## src/design/fsch_pkg.sv

```systemverilog
package fsch_pkg;

  // Default sizes
  localparam int DEF_MAX_ENTRIES = 1024;
  localparam int DEF_NUM_BUCKETS = 256;
  localparam int DEF_MAX_FRAMES  = 64;

  // Request kinds
  localparam logic [1:0] REQ_REG  = 2'd0;
  localparam logic [1:0] REQ_FIND = 2'd1;
  localparam logic [1:0] REQ_PUSH = 2'd2;
  localparam logic [1:0] REQ_POP  = 2'd3;

  // Result status codes
  localparam logic [2:0] ST_OK         = 3'd0;
  localparam logic [2:0] ST_NOT_FOUND  = 3'd1;
  localparam logic [2:0] ST_ENTRY_FULL = 3'd2;
  localparam logic [2:0] ST_NO_FRAME   = 3'd3;
  localparam logic [2:0] ST_BAD_POP    = 3'd4;
  localparam logic [2:0] ST_FRAME_FULL = 3'd5;

  // Remainder unit: reciprocal multiply, then multiply back and correct
  localparam int MOD_STEPS = 2;

  // Datapath operations
  localparam int OP_W = 5;
  localparam logic [OP_W-1:0] OP_NONE     = 5'd0;
  localparam logic [OP_W-1:0] OP_CLEAR    = 5'd1;
  localparam logic [OP_W-1:0] OP_LOAD     = 5'd2;
  localparam logic [OP_W-1:0] OP_MOD_REQ  = 5'd3;
  localparam logic [OP_W-1:0] OP_MOD_RD   = 5'd4;
  localparam logic [OP_W-1:0] OP_MOD_STEP = 5'd5;
  localparam logic [OP_W-1:0] OP_HEAD_RD  = 5'd6;
  localparam logic [OP_W-1:0] OP_REG_WR   = 5'd7;
  localparam logic [OP_W-1:0] OP_CUR_HEAD = 5'd8;
  localparam logic [OP_W-1:0] OP_CUR_LINK = 5'd9;
  localparam logic [OP_W-1:0] OP_FOUND    = 5'd10;
  localparam logic [OP_W-1:0] OP_PUSH     = 5'd11;
  localparam logic [OP_W-1:0] OP_WM_RD    = 5'd12;
  localparam logic [OP_W-1:0] OP_WM_LATCH = 5'd13;
  localparam logic [OP_W-1:0] OP_POP_STEP = 5'd14;
  localparam logic [OP_W-1:0] OP_UNLINK   = 5'd15;
  localparam logic [OP_W-1:0] OP_POP_END  = 5'd16;
  localparam logic [OP_W-1:0] OP_FINISH   = 5'd17;

  typedef struct packed {
    logic [1:0]  req_type;
    logic [31:0] key_hash;
    logic [5:0]  frame_sel;
  } request_t;

  typedef struct packed {
    logic [2:0]  status;
    logic [9:0]  entry_id;
    logic [5:0]  frame_num;
    logic [10:0] entry_total;
  } result_t;

  typedef struct packed {
    logic [OP_W-1:0] op;
    logic [2:0]      status;
  } cmd_t;

  typedef struct packed {
    logic [1:0] req_type;
    logic       clear_last;
    logic       no_frame;
    logic       entries_full;
    logic       frames_full;
    logic       bad_pop;
    logic       mod_last;
    logic       cur_end;
    logic       hash_hit;
    logic       pop_more;
  } flags_t;

endpackage

```

## src/design/fsch_ctrl.sv

```systemverilog
module fsch_ctrl import fsch_pkg::*; (
  input  logic   clk,
  input  logic   rst,
  input  logic   start,
  output logic   busy,
  input  flags_t flags,
  output cmd_t   cmd
);

  localparam logic [3:0] S_CLEAR   = 4'd0;
  localparam logic [3:0] S_IDLE    = 4'd1;
  localparam logic [3:0] S_DISP    = 4'd2;
  localparam logic [3:0] S_MOD     = 4'd3;
  localparam logic [3:0] S_HEAD    = 4'd4;
  localparam logic [3:0] S_R_WR    = 4'd5;
  localparam logic [3:0] S_F_PTR   = 4'd6;
  localparam logic [3:0] S_F_CHK   = 4'd7;
  localparam logic [3:0] S_P_WM    = 4'd8;
  localparam logic [3:0] S_P_LOOP  = 4'd9;
  localparam logic [3:0] S_P_MODST = 4'd10;
  localparam logic [3:0] S_P_MOD   = 4'd11;
  localparam logic [3:0] S_P_UNL   = 4'd12;
  localparam logic [3:0] S_DONE    = 4'd13;

  logic [3:0] state, state_next;
  logic [2:0] status_q, status_next;

  // Advance state and hold the pending status
  always_ff @(posedge clk) begin
    if (rst) begin
      state    <= S_CLEAR;
      status_q <= ST_OK;
    end else begin
      state    <= state_next;
      status_q <= status_next;
    end
  end

  // Sequence the datapath
  always_comb begin
    state_next  = state;
    status_next = status_q;
    cmd.op      = OP_NONE;
    cmd.status  = status_q;
    busy        = 1'b1;
    unique case (state)
      S_CLEAR: begin
        cmd.op = OP_CLEAR;
        if (flags.clear_last) state_next = S_IDLE;
      end
      S_IDLE: begin
        busy = 1'b0;
        if (start) begin
          cmd.op     = OP_LOAD;
          state_next = S_DISP;
        end
      end
      S_DISP: begin
        status_next = ST_OK;
        unique case (flags.req_type)
          REQ_REG: begin
            if (flags.no_frame) begin
              status_next = ST_NO_FRAME;
              state_next  = S_DONE;
            end else if (flags.entries_full) begin
              status_next = ST_ENTRY_FULL;
              state_next  = S_DONE;
            end else begin
              cmd.op     = OP_MOD_REQ;
              state_next = S_MOD;
            end
          end
          REQ_FIND: begin
            cmd.op     = OP_MOD_REQ;
            state_next = S_MOD;
          end
          REQ_PUSH: begin
            if (flags.frames_full) status_next = ST_FRAME_FULL;
            else cmd.op = OP_PUSH;
            state_next = S_DONE;
          end
          default: begin
            if (flags.bad_pop) begin
              status_next = ST_BAD_POP;
              state_next  = S_DONE;
            end else begin
              cmd.op     = OP_WM_RD;
              state_next = S_P_WM;
            end
          end
        endcase
      end
      S_MOD: begin
        cmd.op = OP_MOD_STEP;
        if (flags.mod_last) state_next = S_HEAD;
      end
      S_HEAD: begin
        cmd.op     = OP_HEAD_RD;
        state_next = (flags.req_type == REQ_REG) ? S_R_WR : S_F_PTR;
      end
      S_R_WR: begin
        cmd.op     = OP_REG_WR;
        state_next = S_DONE;
      end
      S_F_PTR: begin
        cmd.op     = OP_CUR_HEAD;
        state_next = S_F_CHK;
      end
      S_F_CHK: begin
        if (flags.cur_end) begin
          status_next = ST_NOT_FOUND;
          state_next  = S_DONE;
        end else if (flags.hash_hit) begin
          cmd.op     = OP_FOUND;
          state_next = S_DONE;
        end else begin
          cmd.op = OP_CUR_LINK;
        end
      end
      S_P_WM: begin
        cmd.op     = OP_WM_LATCH;
        state_next = S_P_LOOP;
      end
      S_P_LOOP: begin
        if (flags.pop_more) begin
          cmd.op     = OP_POP_STEP;
          state_next = S_P_MODST;
        end else begin
          cmd.op     = OP_POP_END;
          state_next = S_DONE;
        end
      end
      S_P_MODST: begin
        cmd.op     = OP_MOD_RD;
        state_next = S_P_MOD;
      end
      S_P_MOD: begin
        cmd.op = OP_MOD_STEP;
        if (flags.mod_last) state_next = S_P_UNL;
      end
      S_P_UNL: begin
        cmd.op     = OP_UNLINK;
        state_next = S_P_LOOP;
      end
      S_DONE: begin
        cmd.op     = OP_FINISH;
        state_next = S_IDLE;
      end
      default: begin
        state_next = S_IDLE;
      end
    endcase
  end

endmodule

```

## config.mk

```make
export PLATFORM = sky130hd
export DESIGN_NAME = fsch_ctrl
export DESIGN_NICKNAME = d
export VERILOG_FILES = /design/src/design/fsch_pkg.sv /design/src/design/fsch_ctrl.sv
export SDC_FILE = /design/constraint.sdc
export NUM_CORES = 1
export LEC_CHECK = 0
export BUFFER_PORTS_ARGS = -buffer_cell sky130_fd_sc_hd__buf_4
export CAP_MARGIN = 20
export CORE_MARGIN = 8
export CORE_UTILIZATION = 25
export DETAILED_ROUTE_END_ITERATION = 6
export GPL_TIMING_DRIVEN = 0
export SLEW_MARGIN = 20
export SYNTH_ARGS = -nofsm -noshare
export SYNTH_HDL_FRONTEND = slang
export SYNTH_SLANG_ARGS = --single-unit
```

## constraint.sdc

```tcl
create_clock -name clk -period 1.85 [get_ports clk]
set_input_delay 0.0925 -clock clk [delete_from_list [all_inputs] [get_ports clk]]
set_output_delay 0.0925 -clock clk [all_outputs]
set_load 0.03 [all_outputs]
```

Word level (Yosys, flattened, before mapping)
Index checks and enable logic that the tools add are counted.
- flip-flop bits (word level): 7
- input bits: 14
- word-level logic and storage cells: 61
- equality and inequality tests: 21
- mux-type cells: 31
- reduce and logical (&&, ||, !) cells: 7
- operators by type and width (operator ; count):
    one-hot mux 5 bit (13 select lines) ; 1
    one-hot mux 4 bit (12 select lines) ; 1
    two-way mux 4 bit ; 11
    equality test 4 bit (second input constant) ; 6
    equality test 4 x 3 -> 1 bit (second input constant) ; 4
    two-way mux 3 bit ; 5
    one-hot mux 5 bit (3 select lines) ; 1
    two-way mux 2 bit ; 7
    one-hot mux 4 bit (3 select lines) ; 1
    inequality test 2 bit (second input constant) ; 5
    one-hot mux 3 bit (3 select lines) ; 1
    equality test 4 x 2 -> 1 bit (second input constant) ; 2
    one-hot mux 3 bit (2 select lines) ; 1
    two-way mux 5 bit ; 1
    AND reduction 5 bit ; 1
    equality test 4 x 1 -> 1 bit (second input constant) ; 1
    zero test 4 bit ; 1
    OR reduction 2 bit ; 2
    inequality test 3 bit (second input constant) ; 1
    equality test 2 x 1 -> 1 bit (second input constant) ; 1
    equality test 2 bit (second input constant) ; 1
    zero test 2 bit ; 1
    AND reduction 2 bit ; 1
    nonzero test 2 bit ; 1
    two-way mux 1 bit ; 1

Logic depth before layout (Yosys ltp)
Gate-level depths: netlist of run 1.
- depth in word-level cells: 4
- depth in mapped cells: 6
- depth with buffers taken out: 4

Worst setup path before layout of run 1
No wires, ideal clock.
- path type: register to output
- start point: reg state[0]
- end point: out cmd[4] (netlist bit)
- arrival time: 1.516 ns
- required time: 1.757 ns
- path slack: 0.242 ns
- stages on the path, launching flop included: 7
- buffers on the path: 2
- path through: dfxtp_1 > buf_2 > buf_2 > nand3_1 > mux2i_1 > nor2_1 > o211ai_1
- RTL lines (what ; line ; source):
    start: declaration ; fsch_ctrl.sv:25 ; logic [3:0] state, state_next;
    start signal: assignment ; fsch_ctrl.sv:34 ; state <= state_next;
    end: declaration ; fsch_ctrl.sv:7 ; output cmd_t cmd

==> flow_metrics.tcl, run 1 <==
set metrics [dict create \
    crit_family "simple AND/OR/NAND/NOR gates" \
    clkTransAtPathRegs_ps 50 \
    wl_um 2470 \
    critPathKind "register to output port" \
    yosysMostFrequentCell "nor2_1" \
    grt_pass1_wl_um 4210 \
    die_x_um 70.3 \
    path_buf_inv 1 \
    syn_inst 101 \
    tightest_slew_ps 291 \
    rows 19 \
    yosys-top-cells-area "dfxtp_1 (19%), mux2i_1 (5.4%), nor2_1 (5.1%)" \
    cts.path.max_buffers 2 \
    synth_nets 115 \
    detail_route.wl_per_cell_um 15.6 \
    hold_buffers 0 \
    hold_end "state[3]$_SDFFE_PP0P_" \
    place_hpwl_um 1940 \
    hold_path.class "primary input to register" \
    viasPerCell 5.73 \
    dp_slack_ps 220 \
    worst_ir_drop_vdd_mv 0.567 \
    post-cts-setup-buffers 0 \
    first_pass_iters 4 \
    crit_fanout 7 \
    dieHeight_um 70.3 \
    rsz0062_at_grt "no" \
    min-delay-start "rst" \
    finalCriticalPeriod_ps 1780 \
    final_util 0.358 \
    cap_violations 0 \
    synthFlopType "dfxtp_1" \
    async_flop_share 0 \
    h-tree-depth 1 \
    ant_nets 0 \
    power.leakage_nw 0.397 \
    grt_pass1_vias 923 \
    hold_violations 0 \
    status "completed" \
    post-route-drc-count 0 \
    drive_above_1_share 0.315 \
    crit_path_end_kind "output port" \
    setup_tns_ps 0 \
    grt.total_usage 0.0994 \
    netlist_area_um2 737 \
    synth_top_area_cell "dfxtp_1" \
    p_per_area_nw_per_um2 443 \
    ys_seq_area_frac 0.190 \
    insertedDiodeCount 0 \
    ff2ff_setup_slack_ps 270 \
    cts_made_buffers 3 \
    cp.required_ps 1760 \
    setup_ws_ps 70.9 \
    clock-sinks 7 \
    max_freq_mhz 562 \
    syn_to_final_growth_pct 35.1 \
    ios 23 \
    start_util 0.265 \
    hold_depth 2 \
    r2r_cells 4 \
    timing.rr.end "state[1]$_SDFFE_PP0P_" \
    synthTopCellsByCount "nor2_1 (10), a21oi_1 (7), dfxtp_1 (7), nand2_1 (7), buf_2 (6)" \
    cp-start-kind "register" \
    slew_viol_final 0 \
    grt_max_degree 11 \
    clockRootBuffer "clkbuf_4" \
    setup_viol 0 \
    portBuffers 22 \
    yosys.cell_types.count 39 \
    coreArea_um2 2780 \
    avgSynthCellArea_um2 7.30 \
    fin_crit_sh 0.962 \
    synth_top_area_frac 0.190 \
    cpPeakStageDelay_ps 560 \
    clock_latency_ps 250 \
    worstPathArrival_ps 1690 \
    vias 906 \
    synth_seq_cells 7 \
    finClkSkew_ps 2.34 \
    grt_antenna_before_repair 0 \
    nNetsFinal 142 \
    slew_headroom 0.803 \
    place_area_um2 941 \
    final_area_um2 996 \
    r2r_start "state[1]$_SDFFE_PP0P_" \
    slowest_stage "or4b_4" \
    cts_tree "yes" \
    synth_edf_count 0 \
    drt_first_iter_violations 91 \
    dieArea_um2 4940 \
    ys.warnings.count 0 \
    globalplace.congestion 0.896 \
    overflow 0 \
    crit_chain "or4b_4 > o22a_1 > o21ai_1 > buf_4" \
]
-- report_power, final --
| group | switching (mW) | total [mW] | leakage [nW] | internal [mW] |
|---|---|---|---|---|
| combinational | 0.0800 | 0.144 | 0.324 | 0.0637 |
| clock | 0.0566 | 0.139 | 0.0150 | 0.0823 |
| sequential | 0.00397 | 0.159 | 0.0580 | 0.155 |
| total | 0.141 | 0.442 | 0.397 | 0.301 |
-- cells by family after synthesis --
logic type	count (synthesis)	share of synthesized area
compound gates	37	0.365
buf+inv	12	0.0713
flops	7	0.190
mux	4	0.0543
simple gates	41	0.319
-- layer usage --
metal	wire [µm]	global-route usage
met1	1140	0.130
met3	181	0.0297
met5	0	0
met4	38	0.0357
met2	1110	0.149
-- layout by cell type, fill, tap and decap left out, drive strengths merged, types with 4 or more instances in the layout --
cell	netlist	final
buf	6	27
nor2	10	10
o21ai	8	8
nand2	7	7
a21oi	7	7
dfxtp	7	7
inv	6	6
o211ai	5	5
clkbuf	0	5
mux2i	4	4
a211oi	4	4
-- worst max-delay path by stage --
stage / slack [ps] / depth (start not counted) / start / end
2_1_floorplan: 240 / 6 / state[0]$_SDFFE_PP0P_ / cmd[4]
3_3_place_gp: 200 / 7 / state[0]$_SDFFE_PP0P_ / cmd[4]
3_5_place_dp: 220 / 7 / state[0]$_SDFFE_PP0P_ / cmd[4]
4_1_cts: 10 / 4 / state[3]$_SDFFE_PP0P_ / cmd[5]
5_1_grt: 1 / 4 / state[3]$_SDFFE_PP0P_ / cmd[5]
6_report: 70 / 4 / state[3]$_SDFFE_PP0P_ / cmd[5]
-- repair_timing --
action,4_1_cts,5_1_grt
pin swaps,0,1
endpoints found under the setup margin,1,4
resized for setup,2,7
-- registers in the layout (all words and copies together) (netlist names) --
name and count:
status_q 3, state 4
-- metrics by stage --
step / instances / hold WS (ps) / power (mW)
after floorplan: 101 / 162 / 0.239
after global placement: 154 / 319 / 0.296
after detailed placement: 154 / 326 / 0.297
after CTS: 158 / 60.8 / 0.437
after global routing: 158 / 56.8 / 0.467
final: 158 / 57.2 / 0.442
-- final cells by class --
class                   instances  area, µm²
flip-flops and latches          7        144
plain buffers                   6       41.3
repair buffers                 22        165
well taps                      31       38.8
multi-input cells              82        558
clock buffers                   4       26.3
fillers                       285       1790
inverters                       6       22.5
-- worst register-to-register path, stage by stage, from the launching register on --
cell and delay (ps):
dfxtp_1 320, buf_2 210, nand2_1 170, o41a_1 470
a311oi_1 290
(Power assumes the default switching activity.)
==> run 2: changes to the inputs <==
--- a/config.mk
+++ b/config.mk
@@ -11,6 +11,7 @@
 export CORE_UTILIZATION = 25
 export DETAILED_ROUTE_END_ITERATION = 6
 export GPL_TIMING_DRIVEN = 0
+export RECOVER_POWER = 100
 export SLEW_MARGIN = 20
 export SYNTH_ARGS = -nofsm -noshare
 export SYNTH_HDL_FRONTEND = slang
==> constraint.sdc (replaced) <==
create_clock -name clk -period 1.85 [get_ports clk]
set_input_delay 0.2775 -clock clk [delete_from_list [all_inputs] [get_ports clk]]
set_output_delay 0.2775 -clock clk [all_outputs]
set_load 0.03 [all_outputs]
==> run 2 against run 1 <==
The flow now finishes with violations (setup timing). Total power rose by 4.1%. Clock skew barely moved. Maximum frequency fell by 6.6%. Critical path type unchanged. Critical endpoint unchanged.
==> flow_metrics.tcl, run 2 (synthesized netlist as in run 1, its figures left out) <==
set metrics [dict create \
    status "finished, violations left" \
    violations "setup timing" \
    critPathKind "register to output port" \
    clockRootBuffer "clkbuf_4" \
    first_pass_iters 4 \
    cap_violations 0 \
    slew_headroom 0.750 \
    max_freq_mhz 525 \
    worst_ir_drop_vdd_mv 0.535 \
    cp-start-kind "register" \
    fill_cells 282 \
    die_x_um 70.3 \
    crit_fanout 5 \
    nNetsFinal 148 \
    dieHeight_um 70.3 \
    drt_first_iter_violations 93 \
    hold_violations 0 \
    grt.total_usage 0.101 \
    finalCriticalPeriod_ps 1900 \
    grt_max_degree 11 \
    clkTransAtPathRegs_ps 50 \
    largest_register_ffs 4 \
    ant_nets 0 \
    power.leakage_nw 0.424 \
    finClkSkew_ps 1.98 \
    cts.path.max_buffers 2 \
    crit_chain "or4b_4 > o22a_1 > o21ai_1 > buf_4" \
    setup_viol 3 \
    ios 23 \
    dieArea_um2 4940 \
    grt_pass1_vias 957 \
    layout_common_cells "buf_4 (24), nor2_1 (10), a21oi_1 (7)" \
    worstPathArrival_ps 1630 \
    setup_ws_ps -54.1 \
    globalplace.congestion 0.896 \
    portBuffers 22 \
    insertedDiodeCount 0 \
    reg_top3 "state (4), status_q (3)" \
    h-tree-depth 1 \
    slowest_stage "or4b_4" \
    fin_crit_sh 1.03 \
    overflow 0 \
    regMostFlops "state" \
    p_per_area_nw_per_um2 429 \
    cts_tree "yes" \
    cts_made_buffers 3 \
    wl_um 2560 \
    final_common_cell "buf_4" \
    rsz0062_at_grt "yes" \
    grt_antenna_before_repair 0 \
    rows 19 \
    syn_to_final_growth_pct 45.2 \
    grt_pass1_wl_um 4300 \
    crit_path_end_kind "output port" \
    post-route-drc-count 0 \
    coreArea_um2 2780 \
    place_hpwl_um 1940 \
    cpPeakStageDelay_ps 550 \
    viasPerCell 5.69 \
    start_util 0.265 \
    slew_viol_final 0 \
    hold_path.class "primary input to register" \
    clock-sinks 7 \
    cp.required_ps 1570 \
    clock_latency_ps 250 \
    vias 933 \
    setup_tns_ps -104 \
    p_total_uw 459 \
    hold_buffers 0 \
    tightest_slew_ps 376 \
    drive_above_1_share 0.346 \
    detail_route.wl_per_cell_um 15.6 \
]
## run 2: changes by cell type in the layout (fill, tap and decap cells not counted), sizes merged
cell	before	now
buf	27	30
clkbuf	5	8
## run 2: metal layers
| metal | up-vias | share of wire | track usage |
|---|---|---|---|
| met5 | - | 0 | 0 |
| met4 | 0 | 0.015 | 0.0424 |
| met3 | 6 | 0.085 | 0.0311 |
| met2 | 53 | 0.47 | 0.156 |
| met1 | 420 | 0.43 | 0.126 |
| li1 | 454 | - | - |
## run 2: critical path: cells and delay by family (launching register included)
| family | cells | cell delay [ps] |
|---|---|---|
| flops | 1 | 340 |
| simple gates | 1 | 550 |
| buf+inv | 1 | 180 |
| compound gates | 2 | 320 |
## run 2: area by class of cell
class	instances	area [µm²]	area share
Inverter	6	22.5	0.0211
Timing Repair Buffer	28	219	0.205
Tap cell	31	38.8	0.0363
Buffer	6	50.0	0.0468
Clock buffer	4	26.3	0.0246
Multi-Input combinational cell	82	567	0.530
Sequential cell	7	146	0.137
## run 2: stage by stage
step / cells / cell area [µm²] / hold slack, ps / worst slack [ps] / utilization
after floorplan: 101 / 737 / 347 / 56.8 / -
after global placement: 154 / 941 / 441 / 11.0 / 0.338
after detailed placement: 154 / 941 / 447 / 35.3 / 0.338
after CTS: 160 / 1020 / 236 / -68.1 / 0.366
after global routing: 164 / 1070 / 240 / -121 / 0.385
final: 164 / 1070 / 246 / -54.1 / 0.385
## run 2: path summary, 6_finish.rpt
kind | from | to | slack, ps | cells after the start
setup / recovery | state[0]$_SDFFE_PP0P_ | cmd[5] | -50 | 4
hold / removal | rst | state[3]$_SDFFE_PP0P_ | 250 | 2
setup reg to reg | state[0]$_SDFFE_PP0P_ | state[2]$_SDFFE_PP0P_ | 270 | 5
hold reg to reg | status_q[0]$_SDFFE_PP0P_ | status_q[0]$_SDFFE_PP0P_ | 460 | 2
## run 2: what timing repair did
action	in CTS	in global routing
setup endpoints to repair	4	4
cloned	0	0
pin swaps	2	2
buffers inserted	2	4
hold endpoints to repair	0	0
resized for setup	12	6
## run 2: report_power, final
part	internal, mW	switching (mW)
combinational	0.0805	0.0859
clock	0.0821	0.0533
sequential	0.154	0.00402
total	0.316	0.143
